===== config.mk =====
export PLATFORM = sky130hd
export DESIGN_NAME = hgbb_regs
export DESIGN_NICKNAME = d
export VERILOG_FILES = /design/src/rtl/hgbb_pkg.sv /design/src/rtl/hgbb_regs.sv
export SDC_FILE = /design/constraint.sdc
export NUM_CORES = 1
export LEC_CHECK = 0
export BUFFER_PORTS_ARGS = -buffer_cell sky130_fd_sc_hd__buf_2
export CAP_MARGIN = 20
export CORE_MARGIN = 1
export CORE_UTILIZATION = 35
export DETAILED_ROUTE_END_ITERATION = 7
export GPL_TIMING_DRIVEN = 1
export PLACE_DENSITY = 0.66
export SLEW_MARGIN = 20
export SYNTH_ARGS = -nofsm -noshare
export SYNTH_HDL_FRONTEND = slang
export SYNTH_SLANG_ARGS = --single-unit

===== constraint.sdc =====
create_clock -name clk -period 2.65 [get_ports clk]
set_input_delay 0.6625 -clock clk [delete_from_list [all_inputs] [get_ports clk]]
set_output_delay 0.6625 -clock clk [all_outputs]
set_load 0.02 [all_outputs]

===== src/rtl/hgbb_pkg.sv =====
// Shared types and constants of the hit grid bucket builder.
package hgbb_pkg;

  typedef enum logic [1:0] {
    OP_LOAD      = 2'd0,
    OP_BUILD     = 2'd1,
    OP_READ_SLOT = 2'd2,
    OP_READ_CELL = 2'd3
  } op_t;

  localparam logic [1:0] STATUS_OK    = 2'd0;
  localparam logic [1:0] STATUS_FULL  = 2'd1;
  localparam logic [1:0] STATUS_RANGE = 2'd2;

  // phi minimum is -pi; Q4.12
  localparam int PI_Q     = 12868;
  localparam int TWO_PI_Q = 25736;

  localparam int BINS_MAX = 62;

  localparam logic [2:0] REG_PHI_BINS   = 3'd0;
  localparam logic [2:0] REG_T_BINS     = 3'd1;
  localparam logic [2:0] REG_T_MINIMUM  = 3'd2;
  localparam logic [2:0] REG_T_INV      = 3'd3;
  localparam logic [2:0] REG_PHI_INV    = 3'd4;
  localparam logic [2:0] REG_PHI_BW     = 3'd5;
  localparam logic [2:0] REG_CLONE      = 3'd6;

  typedef struct packed {
    op_t                op;
    logic [15:0]        hit_id;
    logic signed [15:0] hit_phi;
    logic signed [15:0] hit_t;
    logic [12:0]        read_index;
  } in_item_t;

  typedef struct packed {
    logic [15:0]        out_id;
    logic signed [15:0] out_phi;
    logic signed [15:0] out_t;
    logic [12:0]        cell_first;
    logic [12:0]        cell_count;
    logic [13:0]        sorted_total;
    logic [1:0]         status;
  } out_item_t;

  typedef struct packed {
    logic [5:0]         phi_bins;
    logic [5:0]         t_bins;
    logic signed [15:0] t_minimum;
    logic [23:0]        t_inverse_width;
    logic [23:0]        phi_inverse_width;
    logic [14:0]        phi_bin_width;
    logic               clone_enable;
  } cfg_t;

  typedef enum logic [4:0] {
    S_IDLE,
    S_EMIT,
    S_RDS,
    S_RDC,
    S_SETUP,
    S_LIM,
    S_CLRS,
    S_CLRC,
    S_HRD,
    S_HPHI,
    S_HT,
    S_HCELL,
    S_CNT_RD,
    S_CNT_WR,
    S_CC_RD,
    S_CC_W1,
    S_CC_W2,
    S_PF_RD,
    S_PF_WR,
    S_SC_RD,
    S_SC_WR,
    S_CP_A,
    S_CP_B,
    S_CP_C,
    S_CP_LOOP,
    S_CP_W,
    S_BDONE
  } state_t;

endpackage


===== src/rtl/hgbb_regs.sv =====
// APB-style configuration registers of the bucket builder.
module hgbb_regs (
  input  logic               clk,
  input  logic               rst_n,
  input  logic               psel,
  input  logic               penable,
  input  logic               pwrite,
  input  logic [4:0]         paddr,
  input  logic [31:0]        pwdata,
  output logic [31:0]        prdata,
  output logic               pready,
  output hgbb_pkg::cfg_t     cfg
);

  hgbb_pkg::cfg_t cfg_r;
  logic [2:0]     idx;
  logic           wr;

  assign idx    = paddr[4:2];
  assign wr     = psel && penable && pwrite;
  assign pready = 1'b1;
  assign cfg    = cfg_r;

  always_ff @(posedge clk) begin
    if (!rst_n) begin
      cfg_r.phi_bins          <= 6'd1;
      cfg_r.t_bins            <= 6'd1;
      cfg_r.t_minimum         <= 16'sd0;
      cfg_r.t_inverse_width   <= 24'd4096;
      cfg_r.phi_inverse_width <= 24'd4096;
      cfg_r.phi_bin_width     <= 15'd25736;
      cfg_r.clone_enable      <= 1'b0;
    end else if (wr) begin
      unique case (idx)
        hgbb_pkg::REG_PHI_BINS:  cfg_r.phi_bins          <= pwdata[5:0];
        hgbb_pkg::REG_T_BINS:    cfg_r.t_bins            <= pwdata[5:0];
        hgbb_pkg::REG_T_MINIMUM: cfg_r.t_minimum         <= pwdata[15:0];
        hgbb_pkg::REG_T_INV:     cfg_r.t_inverse_width   <= pwdata[23:0];
        hgbb_pkg::REG_PHI_INV:   cfg_r.phi_inverse_width <= pwdata[23:0];
        hgbb_pkg::REG_PHI_BW:    cfg_r.phi_bin_width     <= pwdata[14:0];
        hgbb_pkg::REG_CLONE:     cfg_r.clone_enable      <= pwdata[0];
        default: ;
      endcase
    end
  end

  always_comb begin
    prdata = 32'd0;
    unique case (idx)
      hgbb_pkg::REG_PHI_BINS:  prdata = {26'd0, cfg_r.phi_bins};
      hgbb_pkg::REG_T_BINS:    prdata = {26'd0, cfg_r.t_bins};
      hgbb_pkg::REG_T_MINIMUM: prdata = {16'd0, cfg_r.t_minimum};
      hgbb_pkg::REG_T_INV:     prdata = {8'd0, cfg_r.t_inverse_width};
      hgbb_pkg::REG_PHI_INV:   prdata = {8'd0, cfg_r.phi_inverse_width};
      hgbb_pkg::REG_PHI_BW:    prdata = {17'd0, cfg_r.phi_bin_width};
      hgbb_pkg::REG_CLONE:     prdata = {31'd0, cfg_r.clone_enable};
      default:                 prdata = 32'd0;
    endcase
  end

endmodule

# Yosys cells after proc, flatten, opt, wreduce, memory -nomap -nowiden

Index checks and enable logic that the tools add are counted.
W data, S select, Z words.

Register bits: 92
Input bits: 42
Output and inout bits: 125
Logic and storage cells: 24

Equal/unequal tests: 6
Multiplexer cells: 1
Reduce and logical (&&, ||, !) cells: 10

Operators with widths:

| operator             | number |
|---|---|
| $pmux W24 S7         | 1 |
| $reduce_and A2 Y1    | 7 |
| $eq A3 B3 Y1 const B | 3 |
| $eq A3 B2 Y1 const B | 2 |
| $eq A3 B1 Y1 const B | 1 |
| $logic_not A3 Y1     | 1 |
| $logic_and A1 B1 Y1  | 2 |

# Longest topological paths before layout

Depth after elaboration: 3
Gate-level depth with buffers: 6
Gate-level depth less buffers: 3

# Least setup slack after synthesis

Ideal clock, no wire load.

Path type: input -> output
Start: input paddr[4]
End: output prdata[12]
Arrival time: 1.753 ns
Data required time: 1.987 ns
Slack: 0.234 ns
Stages on the path: 6
Path buffers: 3
Cell sequence: buf_6 -> and2b_1 -> buf_2 -> buf_2 -> a22oi_1 -> a21oi_1

Word-level cells in the longest chain between the ends: 2
Elaborated cells between the ends (all ways): 8
Those cells by class: 6 x eq/ne; 1 x mux; 1 x reduce/logical

Ends and longest elaborated chain:

| item                                 | RTL line        | source |
|---|---|---|
| start: declaration                   | hgbb_regs.sv:8  | `input logic [4:0] paddr,` |
| $eq A3 B3 Y1 (tied with other cells) | hgbb_regs.sv:49 | `unique case (idx)` |
| $pmux W24 S7 (*)                     | hgbb_regs.sv:49 |  |
| end: declaration                     | hgbb_regs.sv:10 | `output logic [31:0] prdata,` |

Every way passes the cells marked *; elsewhere a longest branch is shown, timed or not.

# Worst setup path in the final report

Start: input paddr[4]
End: output prdata[23]

The elaborated chain is that of the path after synthesis.

==> impl_results.md <==
- Pre-antenna DRT Iters: 6
- Largest net degree at the start of global routing: 52
- Synth area leader: dfxtp_1
- CTS Buffer Depth: 2
- R2r setup slk: 1950 ps
- Least-Margin Pin Slew: 557 ps
- Share of the synthesized area in the top cell type: 43.6%
- P_leak: 2.38 nW
- Crit path top cell by count: buf_2
- Final Hold Viols: 0
- Max VDD drop: 0.000238 V
- Worst Skew: 0 ps
- Relative slew slack: 62.9%
- Register Area: 1840 um2
- WP data arrival: 1900 ps
- Clock slew at the register clock pins of the worst setup and hold paths: 60 ps
- Post-route ant nets: 0
- Total GRT Usage: 18.9%
- Die height: 112 um
- Final nets: 620
- Tcrit/Tclk final: 96.6%
- Wire length on met2: 5.71 mm
- Outcome: finished, violations left
- Synth warn: 0
- Sequential fraction of the synthesis area: 43.6%
- Congestion Overflow GR: 0
- Most numerous cell in the Yosys netlist: nand2_1
- Fillers: 1099
- Cell count after synthesis: 436
- Asr flop ratio synth: 0%
- Post-synth EDFFs: 0
- Drt drc: 11
- Clk sinks: 92
- Cell Area, Synth: 4220 um2
- Post-Synth Simple-Gate Area: 13.2%
- Failing checks: design-rule violations
- Via Count: 3693
- Vias in the first global route: 3500
- Die width: 112 um
- Worst r2r src: cfg[4]
- Final worst path period need: 2560 ps
- Final Setup Violations: 0
- PwrDens: 529 nW/um2
- Main combinational cell family by area after synthesis: multiplexers
- FP Rows: 39
- Source of the worst hold timing path: cfg[66]
- Synth unique cells: 32
- Initial DRC Count: 182
- Most area-consuming cells after synthesis: dfxtp_1, mux2i_1, nand2_1
- Clk Latency, worst-skew pair: 330 ps
- Synthesis-stage register bit count: 92
- IO Port Bufs: 147
- Area growth from synthesis to layout: 27.8%
- IO Pins: 167
- Post-route setup TNS: 0 ps
- Critical Path Start Type: input pin
- GP Congestion: 0.817
- Core Area: 11600 um2
- Setup Buffers After CTS: 0
- Routed length per instance: 16.3 um
- Final Max Tran Viols: 0
- Max reg flops: 92
- N_diodes: 0
- Clock H-tree levels: 3
- Num CTS Buffers: 9
- CTS root buffer: clkbuf_16
- Starting Density: 36.5%
- Worst Setup SP: paddr[4]
- Cell chain of the critical path: buf_2, and2b_1, and2_1, a22o_1, buf_2
- Crit path kind: in2out
- Mux cell area share after synthesis: 25.1%
- Crit path buf inv count: 2
- CP top delay family: simple AND/OR/NAND/NOR gates
- First-pass GRT wire length: 18.4 mm
- Die ar.: 12500 um2
- CTS tree: yes
- Crit path required time: 1990 ps
- WL met3: 586 um
- Fraction of layout cells with a size suffix above 1: 33.2%
- Worst path max stage delay: 430 ps
- Top sig layer: met4
- HPWL Detailed: 8.60 mm
- MaxCap Viol Count: 0
- Multi-input logic area: 2100 um2
- Initial antenna violation count: 0
- Post-Synthesis Mean Instance Area: 9.69 um2
- Synth Flop Type: dfxtp_1
- RSZ-0062 raised after global routing: false
- CP max stage cell: and2_1
- Worst hold path class: reg2reg
- Adder-Cell Fraction of Synth Area: 0%
- Max FO, Critical Path: 8
- Synth Area in XOR/XNOR: 0%
- Compound-Gate Fraction of Synth Area: 10.7%
- Met1 WL: 5.24 mm
- Commonest cells in the synthesized netlist: nand2_1, mux2i_1, dfxtp_1, clkbuf_1, buf_4
- Maximum clock rate: 391 MHz
- Final design utilization: 46.7%
- Final WL: 11.8 mm
- Vias per inst: 5.10
- Pwr Total: 0.00286 W
- CP Capture Type: output port
## layer usage
| layer | vias up | global-route usage, % |
|---|---|---|
| met5 | - | 0 |
| met4 | 0 | 10.1 |
| met3 | 22 | 3.16 |
| met2 | 126 | 31.5 |
| met1 | 1763 | 23.5 |
| li1 | 1782 | - |
## power breakdown
| part | leakage [nW] | internal, W | switching, W |
|---|---|---|---|
| clock | 0.140 | 0.000698 | 0.000490 |
| combinational | 1.50 | 0.0000943 | 0.000172 |
| sequential | 0.742 | 0.00139 | 0.00000883 |
| total | 2.38 | 0.00219 | 0.000671 |
## final timing paths
kind / end / cells after the start
worst max-delay path: prdata[23] / 5
worst min-delay path: cfg[66] / 2
worst max register to register: cfg[4] / 2
worst min register to register: cfg[66] / 2
## worst register-to-register path: stages, from the launching register on
cell	delay [ps]
dfxtp_1	330
o21ai_0	70
o311ai_0	140
## placed cells by master, fill, tap and decap left out, drive strengths merged, types with 3 or more instances in the layout
master	count
o311ai	6
inv	7
a221oi	9
nand2	107
nor2b	4
dfxtp	92
o22a	4
a22oi	9
o21ai	11
buf	168
mux2i	100
a22o	8
clkbuf	12
mux2	3
conb	9
nor2	6
a21oi	9
## final cells by class
type                    instances  share of cell area (%)
clock buffers                  12                    4.94
clock inverters                 2                   0.185
inverters                       7                   0.487
multi-input cells             300                    39.0
flip-flops and latches         92                    34.1
well taps                     143                    3.31
repair buffers                168                    18.0
## stage by stage
stage / instances / area [um2] / hold slack, ps / setup slack [ps]
after floorplan: 443 / 4250 / 541 / 234
after global placement: 710 / 5120 / 456 / -50.6
after detailed placement: 710 / 5120 / 462 / -80.3
after CTS: 724 / 5400 / 475 / 69.1
after global routing: 724 / 5400 / 493 / 27.4
final: 724 / 5400 / 472 / 90.8
## cells by family (layout without fill, tap and decap cells)
kind of cell	after synthesis	after routing
compound gates	62	62
buf+inv	51	189
flops	92	92
mux	104	104
other cells	2	9
simple gates	125	125
## repair_timing
item | in CTS | in global routing
hold buffers | 0 | 0
endpoints found under the setup margin | 8 | 0
gates resized for setup | 1 | 0
Power figures use the tool's default switching activity.
