### src/rtl/hgbb_ram.sv
// Generic single write, single read RAM with registered read data.
module hgbb_ram #(
  parameter int WIDTH = 8,
  parameter int DEPTH = 16,
  localparam int AW = $clog2(DEPTH)
) (
  input  logic             clk,
  input  logic             we,
  input  logic [AW-1:0]    waddr,
  input  logic [WIDTH-1:0] wdata,
  input  logic [AW-1:0]    raddr,
  output logic [WIDTH-1:0] rdata
);

  logic [WIDTH-1:0] mem [DEPTH];

  always_ff @(posedge clk) begin
    if (we) begin
      mem[waddr] <= wdata;
    end
    rdata <= mem[raddr];
  end

endmodule

### config.mk
export PLATFORM = sky130hd
export DESIGN_NAME = hgbb_ram
export DESIGN_NICKNAME = d
export VERILOG_FILES = /design/src/rtl/hgbb_ram.sv
export SDC_FILE = /design/constraint.sdc
export NUM_CORES = 1
export LEC_CHECK = 0
export ABC_AREA = 1
export BUFFER_PORTS_ARGS = -buffer_cell sky130_fd_sc_hd__buf_2
export CORE_MARGIN = 2
export CORE_UTILIZATION = 40
export CTS_CLUSTER_DIAMETER = 60
export DETAILED_ROUTE_END_ITERATION = 12
export GPL_TIMING_DRIVEN = 0
export PLACE_DENSITY = 0.63
export RECOVER_POWER = 25
export SLEW_MARGIN = 20
export SYNTH_ARGS = -nofsm -noshare
export SYNTH_HDL_FRONTEND = slang
export SYNTH_SLANG_ARGS = --single-unit
### constraint.sdc
create_clock -name clk -period 2.6 [get_ports clk]
set_input_delay 0.26 -clock clk [delete_from_list [all_inputs] [get_ports clk]]
set_output_delay 0.26 -clock clk [all_outputs]
set_load 0.005 [all_outputs]
Word-level counts from Yosys, hierarchy flattened
Memory sizes are Yosys's and may differ from the RTL's. A register that Yosys moved wholly into a read port is not among the register bits.
Index checks and enable logic that the tools add are counted.
W data, S select, Z words.
- mux-type cells: 2
- operators with widths (cell ; number):
    $mux W1 ; 2
- bits in registers: 0
- bits in writable memories: 128
- input port bits: 18
- memories: 1
- memory list (name ; depth ; width ; read ports ; clocked after memory_dff ; write ports ; RTL line ; RTL):
    mem ; 16 ; 8 ; 1 ; 1 ; 1 ; 15 ; logic [WIDTH-1:0] mem [DEPTH];

Logic depth before layout (Yosys ltp)
Gate-level depths: netlist (run 1).
- word-level depth: 2
- gate-level depth with buffers: 8
- mapped depth without buffers: 7

Least setup slack after synthesis (run 1)
No wires, ideal clock.
- path kind: in2reg
- from: input waddr[2]
- to: memory mem[10][0] (enable)
- setup time: 0.370 ns
- arrival time: 0.841 ns
- setup slack: 1.389 ns
- stages: 2
- cell sequence: nand3b_1 -> nor2_1
- RTL lines (item ; RTL line ; RTL):
    start: declaration ; 9 ; input logic [AW-1:0] waddr,
    end: declaration ; 15 ;
Straight into the memory's write port.

Final worst setup path (run 1)
- from: input waddr[3]
- to: memory mem[5][0] (enable)
Straight into the memory's write port.

==> results of run 1 <==
## critical path: stages
cell      delay (ns)
buf_2           0.12
nand3b_1        0.21
nor2_1          0.81
## power by group
part | internal [mW] | switching (mW) | leakage (nW) | total (mW)
clock | 1.51 | 0.914 | 0.285 | 2.42
sequential | 2.45 | 0.0125 | 1.22 | 2.46
combinational | 0.0926 | 0.224 | 1.37 | 0.317
## per-stage QoR
step                power, mW  instance area [um2]  hold WS, ns
floorplan                2.68                 5770        0.359
global placement         2.82                 6100        0.638
detailed placement       2.82                 6100        0.634
CTS                      5.23                 6710        0.243
global route             5.36                 6700        0.295
finish                   5.20                 6700        0.282
## routing by layer
layer	part of all wire (%)	wire (um)	vias up	global-route usage, %
met5	0	0	-	0
met4	2.1	304	0	7.72
met3	6.2	873	20	3.98
met2	47	6690	169	30.9
met1	44	6270	1818	26.7
li1	-	-	1856	-
## worst max path at each step
stage          startpoint    endpoint  slack, ns  depth (start not counted)
2_1_floorplan    waddr[2]  mem[10][0]       1.39                          2
3_3_place_gp     waddr[3]   mem[7][0]       0.81                          3
3_5_place_dp     waddr[3]   mem[6][5]       0.85                          3
4_1_cts          waddr[3]   mem[5][2]       1.27                          3
5_1_grt          waddr[3]   mem[7][2]       1.17                          3
6_report         waddr[3]   mem[5][0]       1.24                          3
## cell usage in the layout, fill, tap and decap left out
cell	n
nor2_1	17
clkinv_2	1
clkbuf_1	5
inv_2	2
buf_4	4
buf_2	30
inv_1	100
clkinv_4	4
edfxtp_1	128
nand3_1	97
dfxtp_1	8
bufinv_16	3
clkinvlp_4	3
buf_6	6
nand3b_1	2
clkinv_1	2
clkbuf_16	17
inv_6	2
buf_1	1
nand2_1	173
## flip-flops by register name, summed over array words and instances (netlist names)
signal	flops
mem	128
rdata	8
## cells by family (layout without fill, tap and decap cells)
family                 Yosys count  after routing  synth area share [%]
DFF                            136            136                  69.4
buffers and inverters          126            180                  9.52
and+or+nand+nor                289            289                  21.0
## final cells by class
type	instances	area [um2]
Inverter	102	383
Tap cell	180	225
Buffer	24	166
Fill cell	1300	7290
Timing Repair Buffer	22	104
Multi-Input combinational cell	289	1210
Clock buffer	17	425
Clock inverter	15	178
Sequential cell	136	4000
==> reports/results.ini, run 1 <==
[outcome]
status = completed

[clocking]
ctsHoldBuffers = 0
htreeDepth = 4
cts.repair.resized = 0
clk_pin_slew_ns = 0.06
clockRootBuffer = clkbuf_16
cts.path.max_buffers = 2
clock_sinks = 136
cts_tree = built
clk_latency_ns = 0.42
cts_buffers = 17
post_cts_buffers = 0

[sta]
clock.fmax_mhz = 733
rsz0062_at_grt = false
period_minus_slack_ns = 1.36
setup_viol = 0
slew_violations = 0
finalHoldViolations = 0
fin_skew_ns = 0.00688
finalWorstSetupSlack_ns = 1.24
tightestPinTransition_ns = 1.04
slew_headroom_pct = 30.4
tns_ns = 0
period_share_pct = 52.4

[critical_path]
crit_required_ns = 2.64
regToRegSetupSlack_ns = 1.55
rr_startpoint = mem[6][5]
end_kind = flop
worstPathMaxFanout = 8
r2r_cells = 6
cp-start-kind = primary input
cp_data_arrival_time_ns = 1.40
crit_type = primary input to flop
r2r_end = rdata[5]

[global_routing]
grt_pass1_wl_mm = 21.4
grt.total_usage_pct = 19.6
grt_max_degree = 17
first_global_vias = 3700
gr-total-overflow = 0
grt_antenna_before_repair = 0

[logic_synthesis]
synth_area_leaders = edfxtp_1 (67%), nand2_1 (11%), nand3_1 (8.4%)
synth-main-ff-cell = edfxtp_1
yosysMostFrequentCell = nand2_1
synth-seq-area-share_pct = 69.4
yosysTopAreaCell = edfxtp_1
synth-seq-cells = 136
synth_top_cell_area_share_pct = 66.7
syn_avg_cell_area_um2 = 10.5
yosysUniqueCellTypes = 12
syn_inst = 551
synthesis.area_um2 = 5770
synth_common_cells = nand2_1 (173), edfxtp_1 (128), inv_1 (100)
synthArstFlopShare_pct = 0
synth.net_count = 569
synth-edff-count = 128
ys_warn_count = 0

[detailed_routing]
wl_mm = 14.1
drc = 0
antenna_left = 0
first_pass_iters = 9
wl_per_cell_um = 18.0
via_count = 3863
vias_per_cell = 4.92
drt_iter0_drc = 353

[pwr]
p_leak_nw = 2.88
ir_drop_mv = 0.360
powerDensity_nw_per_um2 = 777

[layout]
diodes = 0
drive_gt1_share_pct = 11.9
layout.nets = 610
syn2layout_area_growth_pct = 16.2
final_cell_count_no_fill = 785
fin_util_pct = 47.9

[flow_run]
drv_cap = 0

[place]
place_congestion = 0.876
dpl_worst_slack_ns = 0.853
placedCellCount = 753
hpwl_mm = 9.12
portBuffers = 22

[floorplan]
num_rows = 43
die_area_um2 = 15400
start_util_pct = 41.2
dieHeight_um = 124
core_um2 = 14000
io_pins = 26
die_w_um = 124

[worst_hold_path]
hold_path.startpoint = raddr[3]
holdPathEnd = rdata[1]
whs_path_depth = 3
hold_path.class = primary input to flop

(Power assumes the default switching activity.)
==> run 2: changes to the inputs <==
--- a/config.mk
+++ b/config.mk
@@ -12,7 +12,7 @@
 export CTS_CLUSTER_DIAMETER = 60
 export DETAILED_ROUTE_END_ITERATION = 12
 export GPL_TIMING_DRIVEN = 0
-export PLACE_DENSITY = 0.63
+export PLACE_DENSITY = 0.65
 export RECOVER_POWER = 25
 export SLEW_MARGIN = 20
 export SYNTH_ARGS = -nofsm -noshare
==> constraint.sdc (replaced) <==
create_clock -name clk -period 1.25 [get_ports clk]
set_input_delay 0.125 -clock clk [delete_from_list [all_inputs] [get_ports clk]]
set_output_delay 0.125 -clock clk [all_outputs]
set_load 0.005 [all_outputs]
==> run 2 against run 1 <==
Final cell count is the same. Clock power grew 97%. Sequential cell count is the same.
==> reports/results.ini, run 2 (synthesized netlist as in run 1, its figures left out) <==
[pwr]
p_leak_nw = 2.87
ir_drop_mv = 0.990
powerDensity_nw_per_um2 = 1580
finalPower_mw = 10.5

[detailed_routing]
first_pass_iters = 5
vias_per_cell = 5.01
drc = 0
antenna_left = 0
wl_per_cell_um = 17.8
via_count = 3934
wl_mm = 14.0
drt_iter0_drc = 550

[critical_path]
worstPathMaxFanout = 8
crit_required_ns = 1.29
cp-start-kind = primary input
end_kind = flop
cp_data_arrival_time_ns = 1.24
crit_type = primary input to flop

[sta]
period_minus_slack_ns = 1.19
setup_viol = 0
slew_headroom_pct = 38.1
clock.fmax_mhz = 839
slew_violations = 0
period_share_pct = 95.3
rsz0062_at_grt = false
worst_hold_slack_ns = 0.153
finalHoldViolations = 0
tightestPinTransition_ns = 0.929
fin_skew_ns = 0.00405
tns_ns = 0

[clocking]
cts.path.max_buffers = 2
cts.repair.resized = 0
clk_pin_slew_ns = 0.06
cts_tree = built
cts_buffers = 17
htreeDepth = 4
clock_sinks = 136
clk_latency_ns = 0.42
post_cts_buffers = 0
clockRootBuffer = clkbuf_16
ctsHoldBuffers = 0

[place]
portBuffers = 22
hpwl_mm = 9.05
place_congestion = 0.860

[layout]
fill_cells = 1275
final_common_cell = nand2_1
syn2layout_area_growth_pct = 15.4
reg_top3 = mem x128, rdata x8
largest_reg_flops = 128
ff_latch_area_um2 = 4000
final_cell_mix = nand2_1 (173), edfxtp_1 (128), inv_1 (100), nand3_1 (97), buf_2 (29)
drive_gt1_share_pct = 11.7
multiInputGateArea_um2 = 1210
registers.top_by_ff_count = mem
diodes = 0
layout.nets = 610

[global_routing]
use_met3_pct = 4.40
use_met1_pct = 27.2
grt.total_usage_pct = 19.6
grt_max_degree = 17
grt_pass1_wl_mm = 21.4
busiest_layer = met2
grtUsageMet2_pct = 29.6
gr-total-overflow = 0
first_global_vias = 3784
grt_antenna_before_repair = 0

[floorplan]
core_um2 = 14000
dieHeight_um = 124
io_pins = 26
die_area_um2 = 15400
start_util_pct = 41.2
die_w_um = 124
num_rows = 43

[flow_run]
drv_cap = 0

[worst_hold_path]
hold_path.class = primary input to flop

[outcome]
status = completed

run 2: changes by cell type in the layout (fill, tap and decap cells not counted), sizes merged:
| cell | change |
|---|---|
| clkbuf | +2 |
| bufinv | -1 |
| buf | -1 |
| inv | -2 |
| clkinv | +2 |
run 2: worst max-delay path, stage by stage:
cell	delay [ns]
buf_2	0.12
nand3b_1	0.27
nor2_1	0.72
run 2: final timing paths:
path	to	slack [ns]	start	cells after the start
setup / recovery	mem[7][0]	0.06	waddr[3]	3
hold / removal	rdata[5]	0.15	raddr[2]	4
setup reg to reg	rdata[3]	0.21	mem[0][3]	6
hold reg to reg	rdata[2]	0.71	mem[15][2]	6
run 2: per-layer routing:
metal	share of wire, %	vias up	routed length, um
met5	0	-	0
met4	2.9	0	402
met3	7.8	24	1090
met2	45	176	6300
met1	44	1873	6200
li1	-	1861	-
run 2: where the power goes:
part / switching [mW] / leakage, nW / internal [mW] / total [mW]
Clock: 1.85 / 0.273 / 2.90 / 4.76
Combinational: 0.468 / 1.37 / 0.192 / 0.660
Sequential: 0.0249 / 1.22 / 5.10 / 5.13
run 2: per-stage QoR:
step	cells	worst slack, ns	utilization [%]	cell area, um2
after floorplan	551	0.174	-	5770
after global placement	753	-0.345	43.6	6100
after detailed placement	753	-0.358	43.6	6100
after CTS	785	0.0775	47.6	6670
after global routing	785	0.0283	47.6	6660
final	785	0.0587	47.6	6660
run 2: cell type report:
class                           instances  share of cell area (%)
Clock inverter                         14                    2.01
Inverter                              102                    5.75
Tap cell                              180                    3.38
Buffer                                 24                    2.50
Clock buffer                           18                    6.45
Sequential cell                       136                    60.1
Timing Repair Buffer                   22                    1.54
Multi-Input combinational cell        289                    18.2
==> run 3: changes to the inputs <==
--- a/config.mk
+++ b/config.mk
@@ -12,7 +12,7 @@
 export CTS_CLUSTER_DIAMETER = 60
 export DETAILED_ROUTE_END_ITERATION = 12
 export GPL_TIMING_DRIVEN = 0
-export PLACE_DENSITY = 0.65
+export PLACE_DENSITY_LB_ADDON = 0.05
 export RECOVER_POWER = 25
 export SLEW_MARGIN = 20
 export SYNTH_ARGS = -nofsm -noshare
==> run 3 against run 2 <==
Die area unchanged. Via count fell by 5.0%. Count of clock-buffer cells in the layout grew 4. Sequential share of layout area is 0.091 points higher. Sequential power barely moved. Fmax fell by 1.9%. Global-route usage increased by 1.9 points. Routed wire length is 6.9% higher. Combinational power rose by 2%. Highest routed layer unchanged.
==> reports/results.ini, run 3 (synthesized netlist as in run 1, its figures left out) <==
[layout]
final_cell_count_no_fill = 785
reg_top3 = mem x128, rdata x8
final_cell_mix = nand2_1 (173), edfxtp_1 (128), inv_1 (100), nand3_1 (97), buf_2 (31)
layout.nets = 610
ff_latch_area_um2 = 4000
diodes = 0
registers.top_by_ff_count = mem
fill_cells = 1359
drive_gt1_share_pct = 11.6
fin_util_pct = 47.5
syn2layout_area_growth_pct = 15.3
largest_reg_flops = 128
final_common_cell = nand2_1
multiInputGateArea_um2 = 1220

[sta]
slew_headroom_pct = 41.9
finalHoldViolations = 0
finalWorstSetupSlack_ns = 0.0354
period_minus_slack_ns = 1.21
rsz0062_at_grt = true
slew_violations = 0
tightestPinTransition_ns = 0.872
fin_skew_ns = 0.00564
clock.fmax_mhz = 823
setup_viol = 0
worst_hold_slack_ns = 0.123
period_share_pct = 97.2

[clocking]
clockRootBuffer = clkbuf_16
clock_sinks = 136
cts_tree = built
clk_pin_slew_ns = 0.05
ctsHoldBuffers = 0
cts.path.max_buffers = 2
clk_latency_ns = 0.42
htreeDepth = 4
cts_buffers = 17

[pwr]
powerDensity_nw_per_um2 = 1580
clkPwrFrac_pct = 44.8
finalPower_mw = 10.5
ir_drop_mv = 0.842
p_leak_nw = 2.86
power.net_switching_mw = 2.31
swShare_pct = 21.9
p_int_mw = 8.20
combPwrFrac_pct = 6.4
power_frac_seq_pct = 48.8

[detailed_routing]
vias_per_cell = 4.76
antenna_left = 0
via_count = 3737
wl_mm = 14.9
wl_per_cell_um = 19.0
drc = 0
drt_iter0_drc = 312
first_pass_iters = 4

[worst_hold_path]
whs_path_depth = 4
hold_path.class = primary input to flop

[global_routing]
grt_max_degree = 17
gr-total-overflow = 0
first_global_vias = 3576
grt_pass1_wl_mm = 22.6
grt.total_usage_pct = 21.6
grt_antenna_before_repair = 0

[place]
portBuffers = 22
place_congestion = 0.895
placedCellCount = 753
hpwl_mm = 9.90
dpl_worst_slack_ns = -0.394

[critical_path]
cp-start-kind = primary input
crit_type = primary input to flop
worstPathMaxFanout = 8
end_kind = flop
r2r_cells = 6
cp_data_arrival_time_ns = 1.26
crit_required_ns = 1.29

[floorplan]
die_w_um = 124
dieHeight_um = 124
io_pins = 26
start_util_pct = 41.2
core_um2 = 14000
die_area_um2 = 15400
num_rows = 43

[flow_run]
drv_cap = 0

[outcome]
status = completed

-- run 3: changes by cell type in the layout (fill, tap and decap cells not counted) --
cell and change:
buf_2 +2, nor2_2 +1, clkbuf_1 +2, clkinvlp_4 -1
nor2_1 -1, clkinv_2 -1, clkinv_4 -2
-- run 3: area by class of cell --
class                      instances  area share, %
tap                              180           3.39
multi-input combinational        289           18.3
sequential                       136           60.2
clock inverter                    10           1.56
inverter                         102           5.76
timing repair buffer              22           1.58
clock buffer                      22           6.68
buffer                            24           2.50
-- run 3: through the flow --
stage | instance area [um2] | TNS [ns]
5_1_grt | 6650 | -0.521
6_report | 6650 | 0
3_5_place_dp | 6100 | -36.49
2_1_floorplan | 5770 | 0
4_1_cts | 6650 | 0
3_3_place_gp | 6100 | -36.07
-- run 3: critical path: stages --
cell      delay (ns)
buf_2           0.12
nand3b_1        0.30
nor2_1          0.71
-- run 3: worst paths after layout --
kind                   from   endpoint  slack (ns)
hold reg to reg   mem[2][1]   rdata[1]        0.71
setup / recovery   waddr[3]  mem[5][0]        0.04
setup reg to reg  mem[6][0]   rdata[0]        0.20
hold / removal     raddr[2]   rdata[4]        0.12
-- run 3: power groups by stage --
stage | clock network [mW] | registers, mW | logic (mW)
floorplan | 0 | 5.22 | 0.360
global placement | 0 | 5.21 | 0.682
detailed placement | 0 | 5.22 | 0.682
CTS | 4.77 | 5.13 | 0.685
global route | 4.99 | 5.13 | 0.758
finish | 4.70 | 5.13 | 0.676
-- run 3: repair_timing --
action                     in CTS  in global routing
buffers inserted                0                  0
gates resized for setup         0                  1
setup endpoints to repair       0                 16
-- run 3: routing by layer --
| metal | global-route usage, % | part of all wire, % |
|---|---|---|
| met5 | 0 | 0 |
| met4 | 6.95 | 1.0 |
| met3 | 5.08 | 5.6 |
| met2 | 30.7 | 44 |
| met1 | 32.4 | 50 |
