===== src/rtl/hgbb_bin_unit.sv =====
// Shared bin unit: 1 + floor(diff * inv / 2^24), clamped to 1..nb, registered.
module hgbb_bin_unit (
  input  logic               clk,
  input  logic signed [17:0] diff,
  input  logic [23:0]        inv,
  input  logic [5:0]         nb,
  output logic [5:0]         bin_q
);

  logic [39:0] prod;
  logic [15:0] quo;
  logic [5:0]  bin_nxt;

  // positive diff always fits 16 bits
  assign prod = diff[15:0] * inv;
  assign quo  = prod[39:24];

  always_comb begin
    if (diff <= 18'sd0) begin
      bin_nxt = 6'd1;
    end else if (quo >= {10'd0, nb}) begin
      bin_nxt = nb;
    end else begin
      bin_nxt = quo[5:0] + 6'd1;
    end
  end

  always_ff @(posedge clk) begin
    bin_q <= bin_nxt;
  end

endmodule


===== config.mk =====
export PLATFORM = sky130hd
export DESIGN_NAME = hgbb_bin_unit
export DESIGN_NICKNAME = d
export VERILOG_FILES = /design/src/rtl/hgbb_bin_unit.sv
export SDC_FILE = /design/constraint.sdc
export NUM_CORES = 1
export LEC_CHECK = 0
export BUFFER_PORTS_ARGS = -buffer_cell sky130_fd_sc_hd__buf_2
export CORE_UTILIZATION = 28
export DETAILED_ROUTE_END_ITERATION = 12
export PLACE_DENSITY_LB_ADDON = 0.05
export SLEW_MARGIN = 20
export SYNTH_ARGS = -nofsm -noshare
export SYNTH_HDL_FRONTEND = slang
export SYNTH_SLANG_ARGS = --single-unit

===== constraint.sdc =====
create_clock -name clk -period 9.82 [get_ports clk]
set_clock_uncertainty 0.1 [all_clocks]
set_input_delay 0.982 -clock clk [delete_from_list [all_inputs] [get_ports clk]]
set_output_delay 0.982 -clock clk [all_outputs]
set_load 0.02 [all_outputs]

Word level (Yosys, flattened, before mapping)
Index checks and enable logic that the tools add are counted.
Widths: inputs -> output; s select.
{"block": "totals", "romBits": 0, "latch_bits": 0, "ram_bits": 0, "mem_count": 0, "out_inout_bits": 6, "ff_bits": 6}
{"block": "classes", "shifts": 0, "n_eq_ne": 0, "magnitude_cmp": 2, "n_mux": 1, "mul": 1, "bitwise_logic": 0, "div_mod_pow": 0, "reduce_logical": 0, "addsub": 1}
{"cell": "$mul 16x24->40", "n": 1}
{"cell": "$le 18x1->1 const B", "n": 1}
{"cell": "$ge 16x6->1", "n": 1}
{"cell": "$add 6x1->6 const B", "n": 1}
{"cell": "$mux 6", "n": 1}

Logic depth before layout (Yosys ltp)
Gate-level depths: netlist of run 1.
{"block": "depth", "ltp_word": 3, "depth_mapped": 32, "mapped_depth_nobuf": 29}

Worst setup path after synthesis of run 1
No wires, ideal clock.
{"block": "synth_path", "kind": "input port to flip-flop", "from": "input port inv[20]", "to": "register bin_q[0]", "slack_ps": 1700, "stages": 30, "setup_time_ps": 121, "path_buffers": 3, "arrival_ps": 7898, "path_cell_list": "clkbuf_1 nand2_1 fa_1 inv_1 fa_1 inv_1 fa_1 inv_1 fa_1 fa_1 inv_1 fa_1 inv_1 ha_1 buf_2 a211o_1 a21oi_1 mux2i_1 o21ai_0 or3b_1 ha_1 nand2b_1 a211oi_1 o21ai_0 a311oi_1 nand4_1 a211oi_2 and4_1 buf_6 mux2_4"}
{"block": "synth_between", "elab_chain_cells": 3, "word_cells_on_any_way": 4, "classes_between": "1 x add/sub; 1 x mul; 1 x order compare; 1 x mux"}
{"item": "start: declaration", "line_no": "5", "rtl": "input logic [23:0] inv,"}
{"item": "$mul 16x24->40 *", "line_no": "15", "rtl": "assign prod = diff[15:0] * inv;"}
{"item": "$ge 16x6->1 / $add 6x1->6 (equally long branches)", "line_no": "21, 24"}
{"item": "$mux 6 *", "line_no": "21", "rtl": "end else if (quo >= {10'd0, nb}) begin"}
{"item": "end signal: assignment", "line_no": "29", "rtl": "bin_q <= bin_nxt;"}
{"item": "end: declaration", "line_no": "7", "rtl": "output logic [5:0] bin_q"}
Mark *: on every way between the ends. The rest lies on a longest branch, timed or not.
A chain may end at the register's enable or synchronous reset.

Final worst setup path of run 1
{"block": "layout_path", "from": "input port diff[6]", "to": "register bin_q[0]"}
{"block": "layout_between", "elab_chain_cells": 3, "word_cells_on_any_way": 5, "classes_between": "1 x add/sub; 1 x mul; 2 x order compare; 1 x mux"}
{"item": "start: declaration", "line_no": "4", "rtl": "input logic signed [17:0] diff,"}
{"item": "$mul 16x24->40", "line_no": "15"}
{"item": "$ge 16x6->1 / $add 6x1->6 (equally long branches)", "line_no": "21, 24"}
{"item": "$mux 6", "line_no": "21"}
Several ways; a longest one is shown, not always the timed one.

==> results of run 1 <==
==> worst paths after layout <==
path | end | start
min | bin_q[3] | nb[3]
max | bin_q[0] | diff[6]
==> through the flow <==
stage               utilization  setup slack [ps]
finish                    0.304               857
detailed placement        0.302               552
global placement          0.302               549
global route              0.304               283
floorplan                     -              1700
CTS                       0.303               794
==> area by class of cell <==
type | instances | area share
diodes | 1 | 0.000181
clock buffers | 3 | 0.00544
inverters | 354 | 0.0962
multi-input cells | 1091 | 0.814
flip-flops and latches | 6 | 0.00870
well taps | 600 | 0.0544
repair buffers | 57 | 0.0212
==> worst max-delay path: cells and delay by family <==
family / cells / cell delay [ps]
and+or+nand+nor: 7 / 1520
adders and majority gates: 8 / 3640
xor gates and xnor gates: 1 / 290
buffers and inverters: 6 / 980
AOI/OAI and AO/OA: 6 / 1200
muxes: 1 / 330
==> logic make-up (layout without fill, tap and decap cells) <==
logic type / after synthesis / in the layout / share of synthesized area
compound gates: 141 / 141 / 0.0771
xor+xnor: 10 / 10 / 0.00677
fa+ha+maj: 421 / 421 / 0.584
buf+inv: 420 / 414 / 0.123
flops: 6 / 6 / 0.00928
mux: 9 / 9 / 0.00754
other cells: 0 / 1 / 0
simple gates: 510 / 510 / 0.192
==> placed cells by master, fill, tap and decap left out, types with 3 or more instances in the layout <==
cell type / n
mux2i_1: 6
fa_1: 305
nand3_1: 14
and4_1: 7
a221oi_1: 3
clkbuf_16: 3
o211ai_1: 6
o21bai_1: 3
a211oi_1: 10
nor2_1: 23
and3_1: 3
a21o_1: 9
o21a_1: 9
o21ai_0: 14
a21oi_1: 33
buf_2: 54
inv_1: 353
or4_1: 5
xnor2_1: 7
a41oi_1: 3
xor2_1: 3
buf_4: 3
and2_1: 150
nand2b_1: 3
dfxtp_1: 6
nand2_1: 268
o21ai_1: 12
nor3_1: 9
o2111ai_1: 3
ha_1: 116
nand4_1: 11
o221ai_1: 3
a31oi_1: 8
==> metal layers <==
metal	GRT usage	part of all wire
met2	0.315	0.51
met1	0.234	0.47
met3	0.00545	0.015
met4	0.0178	0.012
met5	0	0
==> flow_summary.json, run 1 <==
{
  "status": "completed",
  "synth-async-reset-ratio": 0,
  "cts_max_level": 1,
  "synth.avg_cell_area_um2": 8.53,
  "syn-num-nets": 1987,
  "ys_types": 71,
  "vias": 9838,
  "setup.worst_path.start_class": "primary input",
  "arrival_ps": 8970,
  "largest_register_ff_count": 6,
  "grt_pass1_vias": 11000,
  "vias_per_cell": 4.66,
  "synth.area.top_cells": "fa_1 (47%), ha_1 (11%), inv_1 (10%), nand2_1 (7.8%), and2_1 (7.3%)",
  "min_path_cells": 3,
  "drt_iter0_markers": 343,
  "seq_area_frac_synth": 0.00928,
  "die_x_um": 217,
  "wl_per_cell_um": 18.4,
  "layout-drive-gt1-share": 0.0529,
  "synth_top_area_frac": 0.472,
  "yosysMostFrequentCell": "inv_1",
  "cap_viol_max_count": 0,
  "cts_tree": "done",
  "cts_hold_buf": 0,
  "drtPass1Iterations": 5,
  "grt_start_max_net_pins": 26,
  "netlist_instances": 1517,
  "multi_input_area_um2": 11200,
  "top_register": "bin_q",
  "grt_use_total": 0.173,
  "ys_ff_latch": 6,
  "cts_setup_buffers": 0,
  "yosys_most_used_dff": "dfxtp_1",
  "dieHeight_um": 217,
  "setup_tns_ps": 0,
  "cts_buffer_depth": 2,
  "worstMarginPinSlew_ps": 727,
  "layout.area.seq_um2": 120,
  "io_buffer_count": 54,
  "synth-edff-count": 0,
  "fin_cells": 2112,
  "place_inst": 2108,
  "reg_top3": "bin_q: 6 flops",
  "cts-root-buf": "clkbuf_16",
  "holdWs_ps": 928,
  "critPathMaxFanout": 21,
  "grt-ovfl-total": 0,
  "io_pins": 55,
  "rows": 78,
  "drc": 0,
  "ys_top_cells_by_count": "inv_1 (353), fa_1 (305), nand2_1 (268)",
  "dp_hpwl_um": 32400,
  "required_ps": 9830,
  "die_area_um2": 47100,
  "cts_inserted_buffers": 3,
  "grt_pass1_wl_um": 63200,
  "rsz0062_at_grt": "no",
  "post-route-period-util": 0.913,
  "setup_viol": 0,
  "min_period_ps": 8960,
  "routed_wl_um": 38800,
  "maxSlewViolCount": 0,
  "stdcell_area_um2": 13800,
  "antenna_found_initial": 0,
  "end_kind": "flop",
  "holdCritPathClass": "primary input to flop",
  "num-fill-cells": 4996,
  "slowest_delay_ps": 560,
  "relSlewSlack": 0.515,
  "path_class": "primary input to flop",
  "cts-resized-gates": 0,
  "ant_nets": 0,
  "crit_top_cell": "fa_1",
  "final_hold_viol_count": 0,
  "fin_nets": 1983,
  "gp_congestion": 0.790,
  "initial_core_util": 0.285,
  "synth_warnings": 0,
  "coreArea_um2": 45500,
  "yosys.area.top_type": "fa_1",
  "cts.clk_slew.worst_paths_ps": 30,
  "area_growth_pct": 6.68,
  "placed_cell_area_um2": 13700,
  "max_freq_ghz": 0.112,
  "clkSinkCount": 6,
  "synthesis.area_um2": 12900,
  "crit_slowest_cell": "fa_1"
}
Power of run 1 is left out: the tool's default activity adds up to more than one toggle a clock period on the data nets, which glitch-free logic cannot reach.
==> run 2: changes to the inputs <==
Settings changed: BUFFER_PORTS_ARGS -buffer_cell sky130_fd_sc_hd__buf_2 to not set, DONT_BUFFER_PORTS set to 1.
==> run 2 against run 1 <==
- cell area fell by 2.1%
- final cell count is 2.7% lower
- largest cell class unchanged
- core utilization decreased by 0.65 points
- clock-buffer cell count unchanged
- maximum frequency grew 5.6%
- worst hold slack worse by 130 ps
- worst setup slack better by 470 ps
- non-clock buffer count fell by 57
- flip-flop and latch count stayed put
- critical endpoint unchanged
==> flow_summary.json, run 2 (synthesis gave the netlist of run 1 again) <==
{
  "slowest_delay_ps": 540,
  "io_buffer_count": 0,
  "grt_pass1_wl_um": 64100,
  "critical-path-top-delay-family": "adder cells",
  "setup_viol": 0,
  "path_class": "primary input to flop",
  "dieHeight_um": 217,
  "rows": 78,
  "vias": 9683,
  "reg_top3": "bin_q: 6 flops",
  "initial_core_util": 0.285,
  "drt_iter0_markers": 439,
  "final_hold_viol_count": 0,
  "cp.depth": 29,
  "grt-ovfl-total": 0,
  "io_pins": 55,
  "cts.clk_slew.worst_paths_ps": 30,
  "path_buf_inv": 6,
  "setup_tns_ps": 0,
  "cts_setup_buffers": 0,
  "die_area_um2": 47100,
  "relSlewSlack": 0.354,
  "top_register": "bin_q",
  "cts-resized-gates": 0,
  "cts_inserted_buffers": 3,
  "status": "completed",
  "coreArea_um2": 45500,
  "final_cell_mix": "inv_1 (353), fa_1 (305), nand2_1 (268)",
  "gp_congestion": 0.763,
  "critPathMaxFanout": 25,
  "drtPass1Iterations": 4,
  "rsz0062_at_grt": "no",
  "post-place-ws_ps": 1090,
  "vias_per_cell": 4.71,
  "setup.worst_path.start_class": "primary input",
  "grt_use_total": 0.177,
  "holdWs_ps": 793,
  "dp_hpwl_um": 32600,
  "cts-root-buf": "clkbuf_16",
  "cts_tree": "done",
  "worstMarginPinSlew_ps": 964,
  "crit_slowest_cell": "fa_1",
  "num-fill-cells": 4991,
  "required_ps": 9830,
  "post-route-period-util": 0.865,
  "max_freq_ghz": 0.118,
  "min_path_cells": 2,
  "min_period_ps": 8490,
  "utilization": 0.297,
  "grt_pass1_vias": 10800,
  "drc": 0,
  "cts_buffer_depth": 2,
  "holdCritPathClass": "primary input to flop",
  "final_common_cell": "inv_1",
  "cts_hold_buf": 0,
  "clkSinkCount": 6,
  "area_growth_pct": 4.39,
  "antenna_found_initial": 2,
  "ant_nets": 0,
  "grt_start_max_net_pins": 26,
  "wl_per_cell_um": 19.5,
  "layout-drive-gt1-share": 0.0151,
  "die_x_um": 217,
  "cts_max_level": 1,
  "maxSlewViolCount": 0,
  "routed_wl_um": 40100,
  "cap_viol_max_count": 0,
  "end_kind": "flop",
  "setup_ws_ps": 1330,
  "fin_nets": 1926,
  "largest_register_ff_count": 6,
  "arrival_ps": 8500
}
run 2: cell types whose count changed in the layout (fill, tap and decap cells not counted):
cell     delta
diode_2     +1
buf_2      -54
a31oi_2     -1
buf_4       -3
a31oi_1     +1
run 2: metal layers:
metal | GRT usage | vias to the layer above | share of wire
met1 | 0.237 | 5066 | 0.44
met4 | 0.00728 | 0 | 0.0038
met3 | 0.0116 | 6 | 0.027
met5 | 0 | - | 0
met2 | 0.327 | 139 | 0.53
li1 | - | 4472 | -
run 2: layout make-up:
cell class	count	area, um^2	share of cell area
clock buffers	3	75.1	0.00556
diodes	2	5.00	0.000370
flip-flops and latches	6	120	0.00889
multi-input cells	1091	11200	0.831
well taps	600	751	0.0556
inverters	354	1330	0.0984
run 2: final timing paths:
kind | from | endpoint | slack, ps
max | diff[4] | bin_q[0] | 1330
min | nb[3] | bin_q[3] | 790
run 2: per-stage QoR:
| stage | instance area (um^2) | instances |
|---|---|---|
| floorplan | 12900 | 1517 |
| global placement | 13400 | 2051 |
| detailed placement | 13400 | 2051 |
| CTS | 13500 | 2054 |
| global route | 13500 | 2055 |
| finish | 13500 | 2056 |
Power of run 2 is left out for the same reason.
==> run 3: changes to the inputs <==
Settings changed: CTS_BUF_LIST set to sky130_fd_sc_hd__clkbuf_8.
==> run 3 against run 2 <==
- global-route usage barely moved
- worst setup slack worse by 11 ps
- cell area is 0.25% lower
- sequential share of layout area is essentially flat
- critical path depth stayed put
- routed wire length decreased by 0.29%
- final cell count unchanged
- critical path type unchanged
- maximum frequency is 0.13% lower
==> flow_summary.json, run 3 (synthesis gave the netlist of run 1 again) <==
{
  "cts_setup_buffers": 0,
  "critPathMaxFanout": 25,
  "top_register": "bin_q",
  "largest_register_ff_count": 6,
  "grt_start_max_net_pins": 26,
  "gp_congestion": 0.763,
  "cts-root-buf": "clkbuf_8",
  "worstMarginPinSlew_ps": 953,
  "rsz0062_at_grt": "no",
  "grt_pass1_wl_um": 64200,
  "arrival_ps": 8510,
  "cap_viol_max_count": 0,
  "reg_top3": "bin_q: 6 flops",
  "cts_hold_buf": 0,
  "routed_wl_um": 40000,
  "grt_pass1_vias": 10800,
  "setup_tns_ps": 0,
  "end_kind": "flop",
  "final_common_cell": "inv_1",
  "path_class": "primary input to flop",
  "initial_core_util": 0.285,
  "place_inst": 2051,
  "cts_max_level": 1,
  "cts_buffer_depth": 2,
  "antenna_found_initial": 2,
  "drc": 0,
  "holdCritPathClass": "primary input to flop",
  "required_ps": 9830,
  "crit_slowest_cell": "fa_1",
  "setup_viol": 0,
  "ant_nets": 0,
  "fin_nets": 1926,
  "layout-drive-gt1-share": 0.0151,
  "area_growth_pct": 4.13,
  "utilization": 0.296,
  "max_freq_ghz": 0.118,
  "vias": 9665,
  "grt_use_total": 0.177,
  "min_period_ps": 8500,
  "cts_inserted_buffers": 3,
  "die_area_um2": 47100,
  "fin_cells": 2056,
  "dp_hpwl_um": 32600,
  "maxSlewViolCount": 0,
  "post-route-period-util": 0.866,
  "grt-ovfl-total": 0,
  "coreArea_um2": 45500,
  "setup.worst_path.start_class": "primary input",
  "relSlewSlack": 0.361,
  "dieHeight_um": 217,
  "drt_iter0_markers": 437,
  "clkSinkCount": 6,
  "cts_tree": "done",
  "final_cell_mix": "inv_1 (353), fa_1 (305), nand2_1 (268)",
  "wl_per_cell_um": 19.5,
  "io_buffer_count": 0,
  "io_pins": 55,
  "crit_path_end": "bin_q[0]",
  "die_x_um": 217,
  "slowest_delay_ps": 540,
  "vias_per_cell": 4.70,
  "final_hold_viol_count": 0,
  "drtPass1Iterations": 4,
  "cts-resized-gates": 0,
  "status": "completed",
  "crit_path_start": "diff[4]",
  "rows": 78,
  "cts.clk_slew.worst_paths_ps": 30
}
-- run 3: changes by cell type in the layout (fill, tap and decap cells not counted) --
cell       change
clkbuf_16      -3
clkbuf_8       +3
-- run 3: layout make-up --
class,count,area (um^2)
clock buffers,3,41.3
inverters,354,1330
multi-input cells,1091,11200
fillers,4992,32000
well taps,600,751
flip-flops and latches,6,120
diodes,2,5.00
-- run 3: worst max-delay path, delay by kind of cell --
kind | cells | cell delay [ps]
multiplexers | 1 | 330
AND/OR/NAND/NOR | 7 | 1560
AO/OA/AOI/OAI | 6 | 1310
buffers and inverters | 6 | 390
XOR/XNOR | 1 | 240
adder cells (fa/ha/maj) | 8 | 3650
-- run 3: through the flow --
| step | hold slack [ps] | area (um^2) | setup WS (ps) |
|---|---|---|---|
| after CTS | 794 | 13500 | 1290 |
| final | 798 | 13500 | 1320 |
| after global placement | 1040 | 13400 | 1080 |
| after global routing | 799 | 13500 | 790 |
| after floorplan | 1020 | 12900 | 1700 |
| after detailed placement | 1030 | 13400 | 1090 |
-- run 3: worst min path at each step --
stage / slack (ps) / depth (start not counted) / from / to
final: 800 / 2 / nb[3] / bin_q[3]
after global routing: 800 / 2 / nb[3] / bin_q[3]
after CTS: 790 / 2 / nb[3] / bin_q[3]
after detailed placement: 1030 / 2 / nb[3] / bin_q[3]
after global placement: 1040 / 2 / nb[1] / bin_q[1]
after floorplan: 1020 / 2 / nb[1] / bin_q[1]
-- run 3: routing by layer --
layer  up-vias  global-route usage  part of all wire
met1      5075               0.237              0.45
met3         4              0.0116             0.024
met4         0             0.00493            0.0023
met5         -                   0                 0
li1       4469                   -                 -
met2       117               0.328              0.53
Power of run 3 is left out for the same reason.
